## src/rtl/rhbe_pkg.sv

```systemverilog
// Package with the shared constants, state encoding and control structs of the rolling hash expander.
package rhbe_pkg;

    // Default number of digest words emitted per message.
    localparam int DIGEST_WORDS_DEF = 8;

    // Mixing constants of the digest stage.
    localparam logic [31:0] SEED_XOR  = 32'hA3C59AC3;
    localparam logic [31:0] MIX_MULT  = 32'h9E3779B9;
    localparam int          MIX_SHIFT = 16;

    // Width of the word index field on the result channel.
    localparam int BLOCK_NUMBER_W = 3;

    // Controller states.
    typedef enum logic [2:0] {
        ST_IDLE,
        ST_SEED,
        ST_MIX1,
        ST_MIX2,
        ST_MIX3
    } state_t;

    // Commands from the controller to the datapath.
    typedef struct packed {
        logic absorb;    // take the byte of an accepted request
        logic finish;    // the byte closes the message: snapshot and clear
        logic seed;      // load the working word for the current index
        logic mix;       // multiply and fold the working word
        logic emit;      // final multiply into the output register
        logic step_idx;  // advance to the next digest word
    } dp_cmd_t;

    // Status from the datapath to the controller.
    typedef struct packed {
        logic last_word;  // current index is the final digest word
        logic out_free;   // output register can take a word this cycle
    } dp_sts_t;

endpackage

```

## src/rtl/rhbe_datapath.sv

```systemverilog
// Datapath of the rolling hash expander: accumulator, digest mixer and output register.
module rhbe_datapath #(
    parameter int DIGEST_WORDS = rhbe_pkg::DIGEST_WORDS_DEF
) (
    input  logic                                aclk,
    input  logic                                aresetn,
    input  logic [7:0]                          s_data_byte,
    input  rhbe_pkg::dp_cmd_t                   cmd,
    output rhbe_pkg::dp_sts_t                   sts,
    output logic                                m_valid,
    input  logic                                m_ready,
    output logic [31:0]                         m_block_value,
    output logic [rhbe_pkg::BLOCK_NUMBER_W-1:0] m_block_number,
    output logic                                m_last_block
);

    localparam int IDX_W = (DIGEST_WORDS > 1) ? $clog2(DIGEST_WORDS) : 1;
    localparam int NUM_W = rhbe_pkg::BLOCK_NUMBER_W;

    logic [31:0]      acc_reg;
    logic [31:0]      acc_next;
    logic [31:0]      snap_reg;
    logic [31:0]      x_reg;
    logic [IDX_W-1:0] idx_reg;
    logic [31:0]      acc_upd;
    logic [31:0]      shifted;
    logic [31:0]      prod;
    logic [31:0]      folded;
    logic [IDX_W+NUM_W-1:0] idx_ext;
    logic             m_valid_reg;
    logic [31:0]      value_reg;
    logic [NUM_W-1:0] number_reg;
    logic             last_reg;

    // Accumulator times 31 plus the byte, as shift and subtract.
    assign acc_upd = {acc_reg[26:0], 5'b0} - acc_reg + {24'b0, s_data_byte};

    always_comb begin
        acc_next = acc_reg;
        if (cmd.absorb) begin
            acc_next = cmd.finish ? 32'b0 : acc_upd;
        end
    end

    always_ff @(posedge aclk) begin
        if (!aresetn) begin
            acc_reg <= 32'b0;
        end else begin
            acc_reg <= acc_next;
        end
    end

    // Snapshot of the finished hash, held while the digest words are produced.
    always_ff @(posedge aclk) begin
        if (cmd.absorb && cmd.finish) begin
            snap_reg <= acc_upd;
        end
    end

    // Digest word index.
    always_ff @(posedge aclk) begin
        if (!aresetn) begin
            idx_reg <= '0;
        end else if (cmd.absorb && cmd.finish) begin
            idx_reg <= '0;
        end else if (cmd.step_idx) begin
            idx_reg <= idx_reg + IDX_W'(1);
        end
    end

    // Shared multiplier; one multiply per cycle on the working word, held while the output register is not free.
    assign shifted = 32'($signed(snap_reg) >>> idx_reg);
    assign prod    = 32'(x_reg * rhbe_pkg::MIX_MULT);
    assign folded  = prod ^ (prod >> rhbe_pkg::MIX_SHIFT);

    always_ff @(posedge aclk) begin
        if (cmd.seed) begin
            x_reg <= shifted ^ rhbe_pkg::SEED_XOR;
        end else if (cmd.mix) begin
            x_reg <= folded;
        end
    end

    // Output register; it is free when empty or when its word is being taken.
    assign idx_ext = {{NUM_W{1'b0}}, idx_reg};

    always_ff @(posedge aclk) begin
        if (!aresetn) begin
            m_valid_reg <= 1'b0;
        end else if (cmd.emit) begin
            m_valid_reg <= 1'b1;
        end else if (m_ready) begin
            m_valid_reg <= 1'b0;
        end
    end

    always_ff @(posedge aclk) begin
        if (cmd.emit) begin
            value_reg  <= prod;
            number_reg <= idx_ext[NUM_W-1:0];
            last_reg   <= sts.last_word;
        end
    end

    assign sts.last_word = (idx_reg == IDX_W'(DIGEST_WORDS - 1));
    assign sts.out_free  = !m_valid_reg || m_ready;

    assign m_valid        = m_valid_reg;
    assign m_block_value  = value_reg;
    assign m_block_number = number_reg;
    assign m_last_block   = last_reg;

endmodule

```

## src/rtl/rhbe_ctrl.sv

```systemverilog
// Controller state machine of the rolling hash expander.
module rhbe_ctrl (
    input  logic              aclk,
    input  logic              aresetn,
    input  logic              s_valid,
    output logic              s_ready,
    input  logic              s_end_of_message,
    input  rhbe_pkg::dp_sts_t sts,
    output rhbe_pkg::dp_cmd_t cmd
);

    rhbe_pkg::state_t state_reg;
    rhbe_pkg::state_t state_next;

    // State register.
    always_ff @(posedge aclk) begin
        if (!aresetn) begin
            state_reg <= rhbe_pkg::ST_IDLE;
        end else begin
            state_reg <= state_next;
        end
    end

    // Next state and commands.
    always_comb begin
        state_next = state_reg;
        cmd        = '0;
        s_ready    = 1'b0;
        case (state_reg)
            rhbe_pkg::ST_IDLE: begin
                s_ready = 1'b1;
                if (s_valid) begin
                    cmd.absorb = 1'b1;
                    cmd.finish = s_end_of_message;
                    if (s_end_of_message) begin
                        state_next = rhbe_pkg::ST_SEED;
                    end
                end
            end
            rhbe_pkg::ST_SEED: begin
                cmd.seed   = 1'b1;
                state_next = rhbe_pkg::ST_MIX1;
            end
            rhbe_pkg::ST_MIX1: begin
                cmd.mix    = 1'b1;
                state_next = rhbe_pkg::ST_MIX2;
            end
            rhbe_pkg::ST_MIX2: begin
                cmd.mix    = 1'b1;
                state_next = rhbe_pkg::ST_MIX3;
            end
            rhbe_pkg::ST_MIX3: begin
                if (sts.out_free) begin
                    cmd.emit = 1'b1;
                    if (sts.last_word) begin
                        state_next = rhbe_pkg::ST_IDLE;
                    end else begin
                        cmd.step_idx = 1'b1;
                        state_next   = rhbe_pkg::ST_SEED;
                    end
                end
            end
            default: begin
                state_next = rhbe_pkg::ST_IDLE;
            end
        endcase
    end

endmodule

```

## src/rtl/rolling_hash_block_expander.sv

```systemverilog
// Top level of the rolling hash expander: controller, datapath and checks.
//
// Input channel (s_): one message byte per request, with s_end_of_message
// marking the final byte. Each byte is folded into a 32-bit accumulator as
// acc * 31 + byte. Bytes that do not end the message are taken back to back,
// so a message streams in at one byte per cycle.
// On the final byte the hash is captured and the accumulator cleared, and
// DIGEST_WORDS words leave on the result channel (m_), word 0 first, with
// m_block_number giving the index modulo 8 and m_last_block flagging the
// final word. Each word passes one shared 32x32 multiplier three times: the
// SEED state loads the working word, MIX1 and MIX2 multiply and fold it, and
// MIX3 makes the final multiply into the output register. The next message is
// taken as soon as the last word sits in the output register.
// If the receiver stalls, the finished word holds in the output register and
// the next word waits in the mixer until that register frees up.
// Reset (aresetn, synchronous, active low) clears the accumulator, drops
// m_valid and returns the controller to accepting bytes.
module rolling_hash_block_expander #(
    parameter int DIGEST_WORDS = rhbe_pkg::DIGEST_WORDS_DEF
) (
    input  logic                                aclk,
    input  logic                                aresetn,
    input  logic                                s_valid,
    output logic                                s_ready,
    input  logic [7:0]                          s_data_byte,
    input  logic                                s_end_of_message,
    output logic                                m_valid,
    input  logic                                m_ready,
    output logic [31:0]                         m_block_value,
    output logic [rhbe_pkg::BLOCK_NUMBER_W-1:0] m_block_number,
    output logic                                m_last_block
);

    localparam int NUM_W = rhbe_pkg::BLOCK_NUMBER_W;

    rhbe_pkg::dp_cmd_t cmd;
    rhbe_pkg::dp_sts_t sts;

    rhbe_ctrl u_ctrl (
        .aclk             (aclk),
        .aresetn          (aresetn),
        .s_valid          (s_valid),
        .s_ready          (s_ready),
        .s_end_of_message (s_end_of_message),
        .sts              (sts),
        .cmd              (cmd)
    );

    rhbe_datapath #(
        .DIGEST_WORDS (DIGEST_WORDS)
    ) u_datapath (
        .aclk             (aclk),
        .aresetn          (aresetn),
        .s_data_byte      (s_data_byte),
        .cmd              (cmd),
        .sts              (sts),
        .m_valid          (m_valid),
        .m_ready          (m_ready),
        .m_block_value    (m_block_value),
        .m_block_number   (m_block_number),
        .m_last_block     (m_last_block)
    );

    // A final byte starts the digest, so no byte is taken in the next cycle.
    assert property (@(posedge aclk) disable iff (!aresetn)
        s_valid && s_ready && s_end_of_message |=> !s_ready)
        else $error("byte request accepted while a digest is being produced");

    // The word flagged last carries the final index.
    assert property (@(posedge aclk) disable iff (!aresetn)
        m_valid && m_last_block |->
            m_block_number == NUM_W'(DIGEST_WORDS - 1))
        else $error("last digest word carries the wrong index");

    // Reset leaves no result pending.
    assert property (@(posedge aclk)
        !aresetn |=> !m_valid)
        else $error("result valid right after reset");

endmodule

```

## config.mk

```make
export PLATFORM = sky130hd
export DESIGN_NAME = rolling_hash_block_expander
export DESIGN_NICKNAME = d
export VERILOG_FILES = /design/src/rtl/rhbe_pkg.sv /design/src/rtl/rhbe_datapath.sv /design/src/rtl/rhbe_ctrl.sv /design/src/rtl/rolling_hash_block_expander.sv
export SDC_FILE = /design/constraint.sdc
export NUM_CORES = 1
export LEC_CHECK = 0
export BUFFER_PORTS_ARGS = -buffer_cell sky130_fd_sc_hd__buf_4
export CAP_MARGIN = 5
export CORE_MARGIN = 3
export CORE_UTILIZATION = 38
export CTS_CLUSTER_SIZE = 8
export DETAILED_ROUTE_END_ITERATION = 8
export GPL_TIMING_DRIVEN = 0
export PLACE_DENSITY = 0.62
export SETUP_SLACK_MARGIN = 0.4
export SLEW_MARGIN = 20
export SYNTH_ARGS = -nofsm -noshare
export SYNTH_HDL_FRONTEND = slang
export SYNTH_HIERARCHICAL = 1
export SYNTH_SLANG_ARGS = --single-unit
export TNS_END_PERCENT = 5
```

## constraint.sdc

```tcl
create_clock -name aclk -period 15.35 [get_ports aclk]
set_input_delay 0.7675 -clock aclk [delete_from_list [all_inputs] [get_ports aclk]]
set_output_delay 0.7675 -clock aclk [all_outputs]
set_load 0.02 [all_outputs]
```

# Word-level counts from Yosys, hierarchy flattened
# Cells that the tools add are included.
dict set report totals {
  wordCells 52
  out_inout_bits 38
  regBits 139
  in_bits 13
}
dict set report op_classes {
  add_sub_neg 3
  eq_ne 8
  n_mux 18
  reduce_logical 9
  multipliers 1
  bitwise 3
  n_shift 1
}
# operator n
set ops {}
lappend ops {{two-way mux 32 bit} 3}
lappend ops {{adder 32 x 8 -> 32 bit} 1}
lappend ops {{multiplier 32 x 32 -> 32 bit, second input constant} 1}
lappend ops {{>>> shifter 32 x 3 -> 32 bit} 1}
lappend ops {{subtractor 32 bit} 1}
lappend ops {{bitwise XOR 32 x 16 -> 32 bit} 1}
lappend ops {{inverter 16 bit} 1}
lappend ops {{case mux 3 bit (5 select lines)} 1}
lappend ops {{two-way mux 3 bit} 3}
lappend ops {{two-way mux 2 bit} 4}
lappend ops {{two-way mux 1 bit} 7}
lappend ops {{equality test 3 x 2 -> 1 bit, second input constant} 2}
lappend ops {{equality test 3 bit, second input constant} 2}
lappend ops {{inequality test 2 bit, second input constant} 3}
lappend ops {{nonzero test 2 bit} 2}
lappend ops {{OR reduction 2 bit} 2}
lappend ops {{adder 3 x 1 -> 3 bit, second input constant} 1}
lappend ops {{equality test 3 x 1 -> 1 bit, second input constant} 1}
lappend ops {{logical NOT 3 bit} 1}
lappend ops {{AND reduction 3 bit} 1}
lappend ops {{logical AND 1 bit} 1}
lappend ops {{logical NOT 1 bit} 1}
lappend ops {{logical OR 1 bit} 1}
lappend ops {{inverter 1 bit} 1}

# Logic depth before layout (Yosys ltp)
# Gate-level depths: netlist of run 1.
dict set report logic_depth {
  depth_word 5
  ltp_mapped 25
}

# Hierarchy
# Netlist of run 1, hierarchy kept.
# module seq_area_each_um2 cells_each area_each_um2 instances
set modules_own_cells {}
lappend modules_own_cells {rhbe_datapath 3723.6 1696 17478.0 1}
lappend modules_own_cells {rhbe_ctrl 60.1 24 205.2 1}

# Worst setup path before layout of run 1
# Ideal clock, no wire load.
dict set report synth_path {
  kind {flip-flop to flip-flop}
  start {register u_datapath.x_reg[5]}
  end {register u_datapath.x_reg[30], data pin}
  t_arrival_ns 6.740
  path_buffers 1
  required_ns 15.090
  slack_ns 8.350
  setup_ns 0.260
  stages_incl_launch_ff 26
  synth_period_minus_slack_ns 7.000
  cell_sequence {edfxtp_1 -> inv_1 -> fa_1 -> inv_1 -> fa_1 -> fa_1 -> inv_1 -> fa_1 -> inv_1 -> fa_1 -> inv_1 -> fa_1 -> inv_1 -> fa_1 -> fa_1 -> ha_1 -> clkbuf_1 -> and3_1 -> o2111a_1 -> a22oi_1 -> o21ai_0 -> a211o_1 -> a31o_2 -> a21o_1 -> xor2_1 -> mux2_2}
}
dict set report synth_via {
  elab_chain_len 4
}
# element line
set synth_rtl {}
lappend synth_rtl {{from (decl)} rhbe_datapath.sv:23} ;# logic [31:0] x_reg;
lappend synth_rtl {{from (signal assigned)} rhbe_datapath.sv:78} ;# x_reg <= shifted ^ rhbe_pkg::SEED_XOR;
lappend synth_rtl {{from (signal assigned)} rhbe_datapath.sv:80} ;# x_reg <= folded;
lappend synth_rtl {{multiplier 32 x 32 -> 32 bit} rhbe_datapath.sv:73} ;# assign prod = 32'(x_reg * rhbe_pkg::MIX_MULT);
lappend synth_rtl {{bitwise XOR 32 x 16 -> 32 bit} rhbe_datapath.sv:74} ;# assign folded = prod ^ (prod >> rhbe_pkg::MIX_SHIFT);
lappend synth_rtl {{named net u_datapath.folded[30]} rhbe_datapath.sv:28} ;# logic [31:0] folded;
lappend synth_rtl {{two-way mux 32 bit} rhbe_datapath.sv:79} ;# end else if (cmd.mix) begin
lappend synth_rtl {{two-way mux 32 bit} rhbe_datapath.sv:77} ;# if (cmd.seed) begin
# The timed path passes the listed nets, and every way through them passes these cells. The select of a mux whose other input is x is not followed.
# A chain may end at the register's enable or synchronous reset.

# Final worst setup path of run 1
dict set report layout_path {
  start {register u_datapath.x_reg[5]}
  end {register u_datapath.x_reg[15], data pin}
}
dict set report layout_via {
  elab_chain_len 4
}
# element line
set layout_rtl {}
lappend layout_rtl {{multiplier 32 x 32 -> 32 bit} rhbe_datapath.sv:73}
lappend layout_rtl {{bitwise XOR 32 x 16 -> 32 bit} rhbe_datapath.sv:74}
lappend layout_rtl {{two-way mux 32 bit} rhbe_datapath.sv:79}
lappend layout_rtl {{two-way mux 32 bit} rhbe_datapath.sv:77}
# No other way between the ends. The select of a mux whose other input is x is not followed.

==> reports/metrics.csv, run 1 <==
stage,metric,value,unit
timing,max-slew violation count,0,
grt,first-pass GRT wire length,71.4,mm
logic_synthesis,post-synthesis net count,2228,
timing,Max Freq,120,MHz
grt,Overflow after GRT,0,
clocking,"Reg clk slew, reported paths",0.07,ns
logic_synthesis,"top cells by area, synth","fa_1, ha_1, edfxtp_1",
timing,Worst Tran Pin Value,1.02,ns
drt,ANT nets after route,0,
logic_synthesis,Synth Flop Type,edfxtp_1,
timing,Final TNS setup,0,ns
clocking,"Clk Latency, worst-skew pair",0.42,ns
drt,drt first pass iters,5,
drt,Residual DRC,0,
logic_synthesis,yosys warns,6,
worst_hold_path,WHS Path Cells,2,
drt,via count,12100,
run_status,outcome,"complete, no violations",
setup_path,Crit Path Category,flop to flop,
logic_synthesis,post-synth top area cell,fa_1,
clocking,H-tree levels,4,
timing,relative slew slack,0.323,
worst_hold_path,Worst Hold Launch,u_datapath/acc_reg[26],
logic_synthesis,post-synth top area share,0.264,
placement,GPL Wtd Cong,0.946,
grt,overall global routing resource usage,0.184,
clocking,CTS buffer count,17,
grt,vias in the first global route,13000,
finish,P&R area growth vs syn,9.86,%
logic_synthesis,"flops & latches, synth",139,
clocking,Max clock buf depth,2,
logic_synthesis,most common cell in the netlist,inv_1,
floorplan,core area,0.0457,mm^2
timing,"Setup violations, final",0,
clocking,Clk Tree Root Cell,clkbuf_16,
logic_synthesis,Post-synth EDFFs,100,
logic_synthesis,Cells after Synth,1720,
drt,initial DRC count,699,
clocking,CTS tree,done,
floorplan,die outline area,0.0492,mm^2
placement,Detailed Place HPWL,38.6,mm
grt,pin count of the biggest net entering global routing,34,
worst_hold_path,Worst Hold Class,flop to flop,
placement,I/O Buffers,50,
drt,final wirelength,44.5,mm
logic_synthesis,most instantiated cells after synthesis,"inv_1, ha_1, fa_1",
logic_synthesis,synth unique cells,69,
clocking,Post-CTS Setup Bufs,0,
job,max-cap check violation count,0,
setup_path,Worst Path Required,15.51,ns
setup_path,CP endpoint kind,flop,
logic_synthesis,post-synthesis sequential area ratio,0.214,
setup_path,peak fanout along the critical path,8,
setup_path,r2r worst-path depth,25,
floorplan,num rows,78,
floorplan,IO Count,51,
finish,layout cells sized above 1,0.0670,
setup_path,critical path arrival,8.48,ns
timing,endpoints failing hold,0,
clocking,# resized after CTS,0,
timing,clock skew,0.0182,ns
drt,WL/cell,18.5,um
floorplan,Die Ht,222,um
logic_synthesis,post-synthesis cell area,0.0177,mm^2
grt,initial antenna violation count,0,
drt,vias per inst,5.01,
setup_path,CP startpoint kind,flop,
finish,final net count,2301,
clocking,CTS sink count,139,
logic_synthesis,asr flop ratio synth,0,
timing,RSZ-0062 raised after global routing,false,
logic_synthesis,Syn Area/Cell,10.3,um^2
timing,period utilization,0.542,
floorplan,Chip Width,222,um
clocking,hold buffer count at cts,0,
timing,Final Critical Period,8.32,ns
floorplan,Initial Util,0.387,
finish,Antenna Cells,0,
setup_path,worst reg2reg startpoint,u_datapath/x_reg[5],
setup_path,Critical Path Source,u_datapath/x_reg[5],
[stage by stage]
| step | std cells | hold slack (ns) | util | cell area (um^2) | setup slack, ns |
|---|---|---|---|---|---|
| after floorplan | 1720 | 0.432 | - | 17700 | 8.35 |
| after global placement | 2370 | 0.473 | 0.412 | 18800 | 7.11 |
| after detailed placement | 2374 | 0.482 | 0.413 | 18800 | 7.07 |
| after CTS | 2406 | 0.497 | 0.425 | 19400 | 7.05 |
| after global routing | 2406 | 0.519 | 0.425 | 19400 | 6.62 |
| final | 2406 | 0.495 | 0.425 | 19400 | 7.03 |
[placed cells by master (no fill, tap or decap), types with 4 or more instances in the layout]
cell type  Yosys  routed
a211oi_1      16      16
buf_4          0      53
and3_1         7       7
clkbuf_16      0      17
dfxtp_1       39      39
nor4_1         4       4
o211ai_1      12      12
xnor2_1       78      78
o21ai_0       46      46
a31oi_1        9       9
mux2_2        18      18
nor2b_1       13      13
xor2_1        26      26
nor2_1        84      84
inv_8          0       5
a21o_1        16      16
fa_1         233     233
a22oi_1       24      24
nand3_1       14      14
a211o_1        4       4
o31a_1         4       4
edfxtp_1     100     100
nor3_1        13      12
a21oi_1       68      68
clkbuf_1      28      28
nand2_1       68      68
nand2b_1       9       9
ha_1         262     262
mux2i_1       35      35
inv_1        400     400
buf_6          3       4
o21a_1        13      13
nand3b_1       4       4
or3_1          7       7
[routing by layer]
metal,track usage,routed length [um],vias up
met1,0.234,19000,5960
met5,0,0,-
li1,-,-,5787
met3,0.0209,1510,66
met2,0.327,22500,247
met4,0.0621,1480,0
[worst paths after layout]
kind,endpoint,slack (ns)
min,u_datapath/acc_reg[26],0.50
max reg2reg,u_datapath/x_reg[15],7.03
max,u_datapath/x_reg[15],7.03
min reg2reg,u_datapath/acc_reg[26],0.50
[layout make-up]
class	instances	area [um^2]
timing repair buffer	54	409
multi-input combinational	1142	12200
buffer	36	160
inverter	403	1510
clock buffer	17	425
sequential	139	3780
clock inverter	15	151
fill	4424	26200
tap	600	751
[critical path: stages (launching register included)]
cell      delay, ns
edfxtp_1       0.73
inv_1          0.24
fa_1           0.55
inv_1          0.05
fa_1           0.38
fa_1           0.49
inv_1          0.05
fa_1           0.47
inv_1          0.05
fa_1           0.49
inv_1          0.05
fa_1           0.57
inv_1          0.06
fa_1           0.50
fa_1           0.42
ha_1           0.28
clkbuf_1       0.28
nand3_1        0.15
a211oi_1       0.21
o21ai_0        0.22
a31oi_1        0.60
a211oi_1       0.23
o31ai_1        0.34
xnor2_1        0.36
xnor2_1        0.18
o21ai_0        0.09
[cells by family after synthesis]
| logic type | Yosys count | synth area share |
|---|---|---|
| AOI/OAI and AO/OA | 247 | 0.0928 |
| xor gates and xnor gates | 106 | 0.0541 |
| adders and majority gates | 495 | 0.449 |
| buffers and inverters | 439 | 0.0946 |
| DFF | 139 | 0.214 |
| muxes | 54 | 0.0325 |
| and+or+nand+nor | 240 | 0.0629 |
Power of run 1 is not shown: default switching activity piles up to over one toggle a cycle in this logic, so the estimate is an artifact.
==> run 2: changes to the inputs <==
==> constraint.sdc (replaced) <==
create_clock -name aclk -period 7.7 [get_ports aclk]
set_input_delay 0.385 -clock aclk [delete_from_list [all_inputs] [get_ports aclk]]
set_output_delay 0.385 -clock aclk [all_outputs]
set_load 0.02 [all_outputs]
==> run 2 against run 1 <==
Against the previous run:
- critical path depth down 3
- die area unchanged
- largest cell class unchanged
- clock skew up 0.0013 ns
- flip-flop and latch count unchanged
- critical path type unchanged
- maximum frequency up 14%
- final cell count up 1.2%
- utilization up 0.67 points
- critical endpoint is now u_datapath/x_reg[30]
==> reports/metrics.csv, run 2 (same netlist as run 1, synthesis figures left out) <==
stage,metric,value,unit,change
run_status,outcome,"complete, no violations",,
setup_path,"Top cell by count, worst path",fa_1,,
placement,GPL Wtd Cong,0.946,,unchanged
finish,fin util,0.432,,+0.00671
timing,endpoints failing hold,0,,unchanged
setup_path,Crit Path Category,flop to flop,,
setup_path,CP endpoint kind,flop,,
timing,period utilization,0.945,,+0.403
worst_hold_path,Worst Hold Class,primary input to flop,,
clocking,"Reg clk slew, reported paths",0.06,ns,about the same
drt,vias per inst,4.99,,-0.37%
setup_path,CP startpoint kind,flop,,
finish,Multi-input gate area,0.0123,mm^2,+0.55%
finish,"commonest cells after routing, fill and taps aside","inv_1, ha_1, fa_1",,
drt,via count,12200,,+0.83%
worst_hold_path,WHS Endpoint,u_ctrl/state_reg[0],,
clocking,CTS tree,done,,
grt,Overflow after GRT,0,,unchanged
grt,overall global routing resource usage,0.189,,+0.00474
clocking,H-tree levels,4,,unchanged
setup_path,r2r setup slk,0.43,ns,-6.60 ns
floorplan,IO Count,51,,unchanged
setup_path,reg2reg end,u_datapath/x_reg[30],,
timing,relative slew slack,0.442,,+0.119
finish,layout cells sized above 1,0.0916,,+0.0246
clocking,Clk Tree Root Cell,clkbuf_16,,
drt,drt first pass iters,4,,-1
timing,RSZ-0062 raised after global routing,true,,
grt,first-pass GRT wire length,72.9,mm,+2.1%
finish,register cell area after layout,0.00378,mm^2,unchanged
job,max-cap check violation count,0,,unchanged
clocking,hold buffer count at cts,0,,unchanged
timing,Final Critical Period,7.27,ns,-1.05 ns
floorplan,Chip Width,222,um,unchanged
setup_path,r2r worst-path depth,22,,-12%
floorplan,core area,0.0457,mm^2,unchanged
setup_path,worst reg2reg startpoint,u_datapath/x_reg[10],,
finish,final net count,2330,,+1.3%
timing,Max Freq,137,MHz,+14%
finish,"commonest non-fill, non-tap cell in the layout",inv_1,,
setup_path,peak fanout along the critical path,7,,-1
timing,clock skew,0.0195,ns,+0.00126 ns
setup_path,CP max stage cell,fa_1,,
clocking,CTS buffer count,17,,unchanged
clocking,Max clock buf depth,2,,unchanged
drt,initial DRC count,742,,+6.2%
grt,initial antenna violation count,0,,unchanged
worst_hold_path,Worst Hold Launch,s_valid,,
setup_path,Worst Path Required,7.86,ns,-7.65 ns
drt,ANT nets after route,0,,unchanged
clocking,"Clk Latency, worst-skew pair",0.42,ns,about the same
setup_path,max incr delay on CP,0.56,ns,-0.17 ns
timing,max-slew violation count,0,,unchanged
finish,P&R area growth vs syn,11.6,%,
placement,I/O Buffers,50,,unchanged
floorplan,Die Ht,222,um,unchanged
setup_path,"CP delay by family, top",adder cells,,
floorplan,num rows,78,,unchanged
floorplan,die outline area,0.0492,mm^2,unchanged
finish,fillcell total,4393,,-0.70%
grt,pin count of the biggest net entering global routing,34,,unchanged
grt,vias in the first global route,13200,,+1.3%
timing,Worst Tran Pin Value,0.832,ns,-0.184 ns
setup_path,critical path arrival,7.44,ns,-1.04 ns
setup_path,Buf/Inv on CP,6,,-1
timing,"Setup violations, final",0,,unchanged
worst_hold_path,WHS Path Cells,3,,+1
drt,WL/cell,18.7,um,+1.3%
placement,Detailed Place HPWL,38.6,mm,unchanged
floorplan,Initial Util,0.387,,unchanged
clocking,CTS sink count,139,,unchanged
drt,final wirelength,45.6,mm,+2.6%
setup_path,"Cell Chain, Critical Path",clkinvlp_4 -> fa_1 -> inv_1 -> fa_1 -> inv_1 -> fa_1 -> fa_1 -> inv_1 -> fa_1 -> inv_1 -> fa_1 -> fa_1 -> fa_1 -> inv_1 -> ha_1 -> and3_1 -> and3_1 -> a211o_1 -> a31o_2 -> a21o_1 -> xor2_1 -> mux2_2,,
drt,Residual DRC,0,,unchanged
finish,Antenna Cells,0,,unchanged
-- run 2: changes by cell type in the layout (fill, tap and decap cells not counted), moves of 3 or more --
cell / change
inv_1: -5
clkinvlp_4: +3
buf_4: +29
o21ai_0: -3
-- run 2: through the flow --
stage               std cells  cell area [um^2]  setup WS, ns  hold slack [ns]  setup TNS [ns]
floorplan                1720             17700         0.700            0.432               0
global placement         2370             18800        -0.542            0.473           -8.36
detailed placement       2374             18800        -0.578            0.482           -8.57
CTS                      2431             19700         0.376            0.264               0
global route             2435             19700         0.235            0.297               0
finish                   2435             19700         0.427            0.286               0
-- run 2: routing by layer --
metal,GRT usage,vias up,share of wire
met2,0.334,217,0.50
met4,0.0594,0,0.031
met5,0,-,0
li1,-,5842,-
met1,0.239,6043,0.43
met3,0.0294,58,0.037
-- run 2: what timing repair did --
action	in CTS	in global routing
setup buffers	25	4
setup endpoints to repair	34	21
gates resized for setup	21	3
pin swaps	6	5
-- run 2: area by class of cell --
class,instances,area share
Buffer,36,0.00862
Clock buffer,17,0.0216
Timing Repair Buffer,83,0.0318
Inverter,403,0.0772
Clock inverter,15,0.00767
Tap cell,600,0.0380
Multi-Input combinational cell,1142,0.623
Sequential cell,139,0.192
-- run 2: worst max path at each step --
stage          cells past startpoint                   end  slack (ns)            startpoint
2_1_floorplan                     25  u_datapath/x_reg[30]        0.70   u_datapath/x_reg[5]
3_3_place_gp                      25  u_datapath/x_reg[15]       -0.54   u_datapath/x_reg[5]
3_5_place_dp                      25  u_datapath/x_reg[15]       -0.58   u_datapath/x_reg[4]
4_1_cts                           25  u_datapath/x_reg[30]        0.38   u_datapath/x_reg[6]
5_1_grt                           25  u_datapath/x_reg[30]        0.23   u_datapath/x_reg[6]
6_report                          22  u_datapath/x_reg[30]        0.43  u_datapath/x_reg[10]
-- run 2: worst min-delay path, cell delays in order --
cell and delay (ns):
buf_4 0.11, nand3b_1 0.08, a2111oi_0 0.08
Power of run 2 is left out for the same reason.
==> run 3: changes to the inputs <==
--- a/config.mk
+++ b/config.mk
@@ -12,7 +12,6 @@
 export CTS_CLUSTER_SIZE = 8
 export DETAILED_ROUTE_END_ITERATION = 8
 export GPL_TIMING_DRIVEN = 0
-export PLACE_DENSITY = 0.62
 export SETUP_SLACK_MARGIN = 0.4
 export SLEW_MARGIN = 20
 export SYNTH_ARGS = -nofsm -noshare
==> run 3 against run 2 <==
Against the previous run:
- worst hold slack is essentially flat
- final cell count is essentially flat
- die area is the same
- first-iteration DRC count shrank 12%
- critical path type unchanged
- global-route usage is essentially flat
- utilization grew 0.096 points
- clock-buffer cell count is the same
==> reports/metrics.csv, run 3 (same netlist as run 1, synthesis figures left out) <==
stage,metric,value,unit,change
worst_hold_path,Worst Hold Launch,s_valid,,
setup_path,peak fanout along the critical path,3,,-4
drt,ANT nets after route,0,,unchanged
drt,vias per inst,5.00,,about the same
timing,period utilization,0.961,,+0.0165
timing,"Setup violations, final",0,,unchanged
worst_hold_path,WHS Path Cells,3,,unchanged
timing,max-slew violation count,0,,unchanged
grt,overall global routing resource usage,0.190,,+0.000288
grt,first-pass GRT wire length,72.8,mm,-0.19%
finish,layout cells sized above 1,0.0917,,+0.0000999
setup_path,r2r setup slk,0.30,ns,-0.13 ns
setup_path,Worst Path Required,7.85,ns,about the same
worst_hold_path,Worst Hold Class,primary input to flop,,
timing,RSZ-0062 raised after global routing,true,,
grt,initial antenna violation count,0,,unchanged
placement,I/O Buffers,50,,unchanged
floorplan,IO Count,51,,unchanged
grt,pin count of the biggest net entering global routing,34,,unchanged
clocking,"Reg clk slew, reported paths",0.07,ns,about the same
timing,relative slew slack,0.442,,about the same
finish,Antenna Cells,0,,unchanged
floorplan,core area,0.0457,mm^2,unchanged
setup_path,Crit Path Category,flop to flop,,
drt,final wirelength,46.0,mm,+0.85%
setup_path,"CP delay by family, top",adder cells,,
finish,final net count,2328,,-0.086%
drt,initial DRC count,656,,-12%
placement,GPL Wtd Cong,0.943,,-0.23%
drt,WL/cell,18.9,um,+0.93%
timing,Max Freq,135,MHz,-1.7%
setup_path,"Top cell by count, worst path",fa_1,,
setup_path,Buf/Inv on CP,7,,+1
timing,clock skew,0.0100,ns,-0.00941 ns
setup_path,CP max stage cell,fa_1,,
floorplan,num rows,78,,unchanged
floorplan,Chip Width,222,um,unchanged
clocking,"Clk Latency, worst-skew pair",0.41,ns,about the same
finish,"commonest non-fill, non-tap cell in the layout",inv_1,,
finish,fillcell total,4377,,-0.36%
worst_hold_path,WHS Endpoint,u_ctrl/state_reg[0],,
setup_path,CP endpoint kind,flop,,
job,max-cap check violation count,0,,unchanged
finish,Non-Filler Instances,2433,,-0.082%
finish,"commonest cells after routing, fill and taps aside","inv_1, ha_1, fa_1",,
setup_path,critical path arrival,7.55,ns,+0.11 ns
clocking,Max clock buf depth,2,,unchanged
timing,Final TNS setup,0,ns,unchanged
setup_path,r2r worst-path depth,25,,+14%
placement,placed cells,2374,,unchanged
clocking,Clk Tree Root Cell,clkbuf_16,,
clocking,CTS tree,done,,
drt,via count,12200,,-0.016%
setup_path,worst reg2reg startpoint,u_datapath/x_reg[6],,
placement,DP Area,0.0188,mm^2,unchanged
floorplan,die outline area,0.0492,mm^2,unchanged
finish,P&R area growth vs syn,11.8,%,
grt,vias in the first global route,13100,,-1.1%
run_status,outcome,"complete, no violations",,
floorplan,Die Ht,222,um,unchanged
floorplan,Initial Util,0.387,,unchanged
timing,Worst Tran Pin Value,0.830,ns,-0.00182 ns
drt,drt first pass iters,9,,+5
setup_path,CP startpoint kind,flop,,
setup_path,max incr delay on CP,0.58,ns,+0.02 ns
setup_path,reg2reg end,u_datapath/x_reg[8],,
finish,design area,0.0198,mm^2,+0.22%
drt,Residual DRC,0,,unchanged
timing,endpoints failing hold,0,,unchanged
timing,Fin Hold WS,0.286,ns,+0.000455 ns
timing,Final Critical Period,7.40,ns,+0.127 ns
clocking,CTS sink count,139,,unchanged
clocking,CTS buffer count,17,,unchanged
grt,Overflow after GRT,0,,unchanged
placement,Detailed Place HPWL,39.1,mm,+1.2%
clocking,hold buffer count at cts,0,,unchanged
clocking,H-tree levels,4,,unchanged
## run 3: metrics by stage
step	setup WS, ns	utilization
after floorplan	0.700	-
after global placement	-0.599	0.412
after detailed placement	-0.655	0.413
after CTS	0.314	0.432
after global routing	0.0575	0.433
final	0.300	0.433
## run 3: area by class of cell
cell class                      count  area (um^2)  share of cell area
Sequential cell                   139         3780               0.191
Inverter                          403         1520              0.0771
Buffer                             36          168             0.00848
Multi-Input combinational cell   1142        12300               0.623
Tap cell                          600          751              0.0380
Clock buffer                       17          425              0.0215
Timing Repair Buffer               81          612              0.0309
Clock inverter                     15          199              0.0101
## run 3: how the worst max path moves through the flow
stage	from	end	slack, ns	depth (start not counted)
after CTS	u_datapath/x_reg[6]	u_datapath/x_reg[30]	0.31	25
after floorplan	u_datapath/x_reg[5]	u_datapath/x_reg[30]	0.70	25
after global placement	u_datapath/x_reg[5]	u_datapath/x_reg[8]	-0.60	25
after global routing	u_datapath/x_reg[6]	u_datapath/x_reg[30]	0.06	25
final	u_datapath/x_reg[6]	u_datapath/x_reg[8]	0.30	25
after detailed placement	u_datapath/x_reg[5]	u_datapath/x_reg[8]	-0.66	25
## run 3: what timing repair did
item | in CTS | in global routing
setup buffers | 23 | 4
pin swaps | 2 | 15
endpoints found under the setup margin | 35 | 21
resized for setup | 20 | 8
## run 3: worst register-to-register path: stages, from the launching register on
cell and delay [ns]:
edfxtp_1 0.50, clkinvlp_4 0.19, fa_1 0.58, inv_2 0.05, fa_2 0.36, fa_1 0.52
inv_1 0.06, fa_1 0.50, inv_1 0.05, fa_1 0.47, inv_1 0.05, fa_1 0.53
inv_2 0.05, fa_1 0.53, fa_1 0.43, ha_1 0.31, buf_6 0.12, and3_4 0.17
o2111a_1 0.12, a22oi_2 0.25, o21ai_4 0.14, a21oi_1 0.28, nand3b_1 0.15, nand3_1 0.23
xnor2_1 0.40, o21ai_0 0.11
## run 3: layer usage
layer / GRT usage / routed length, um / up-vias
met5: 0 / 0 / -
met4: 0.0563 / 1390 / 0
li1: - / - / 5832
met1: 0.242 / 19800 / 6053
met3: 0.0200 / 1350 / 56
met2: 0.340 / 23500 / 217
Power of run 3 is left out for the same reason.
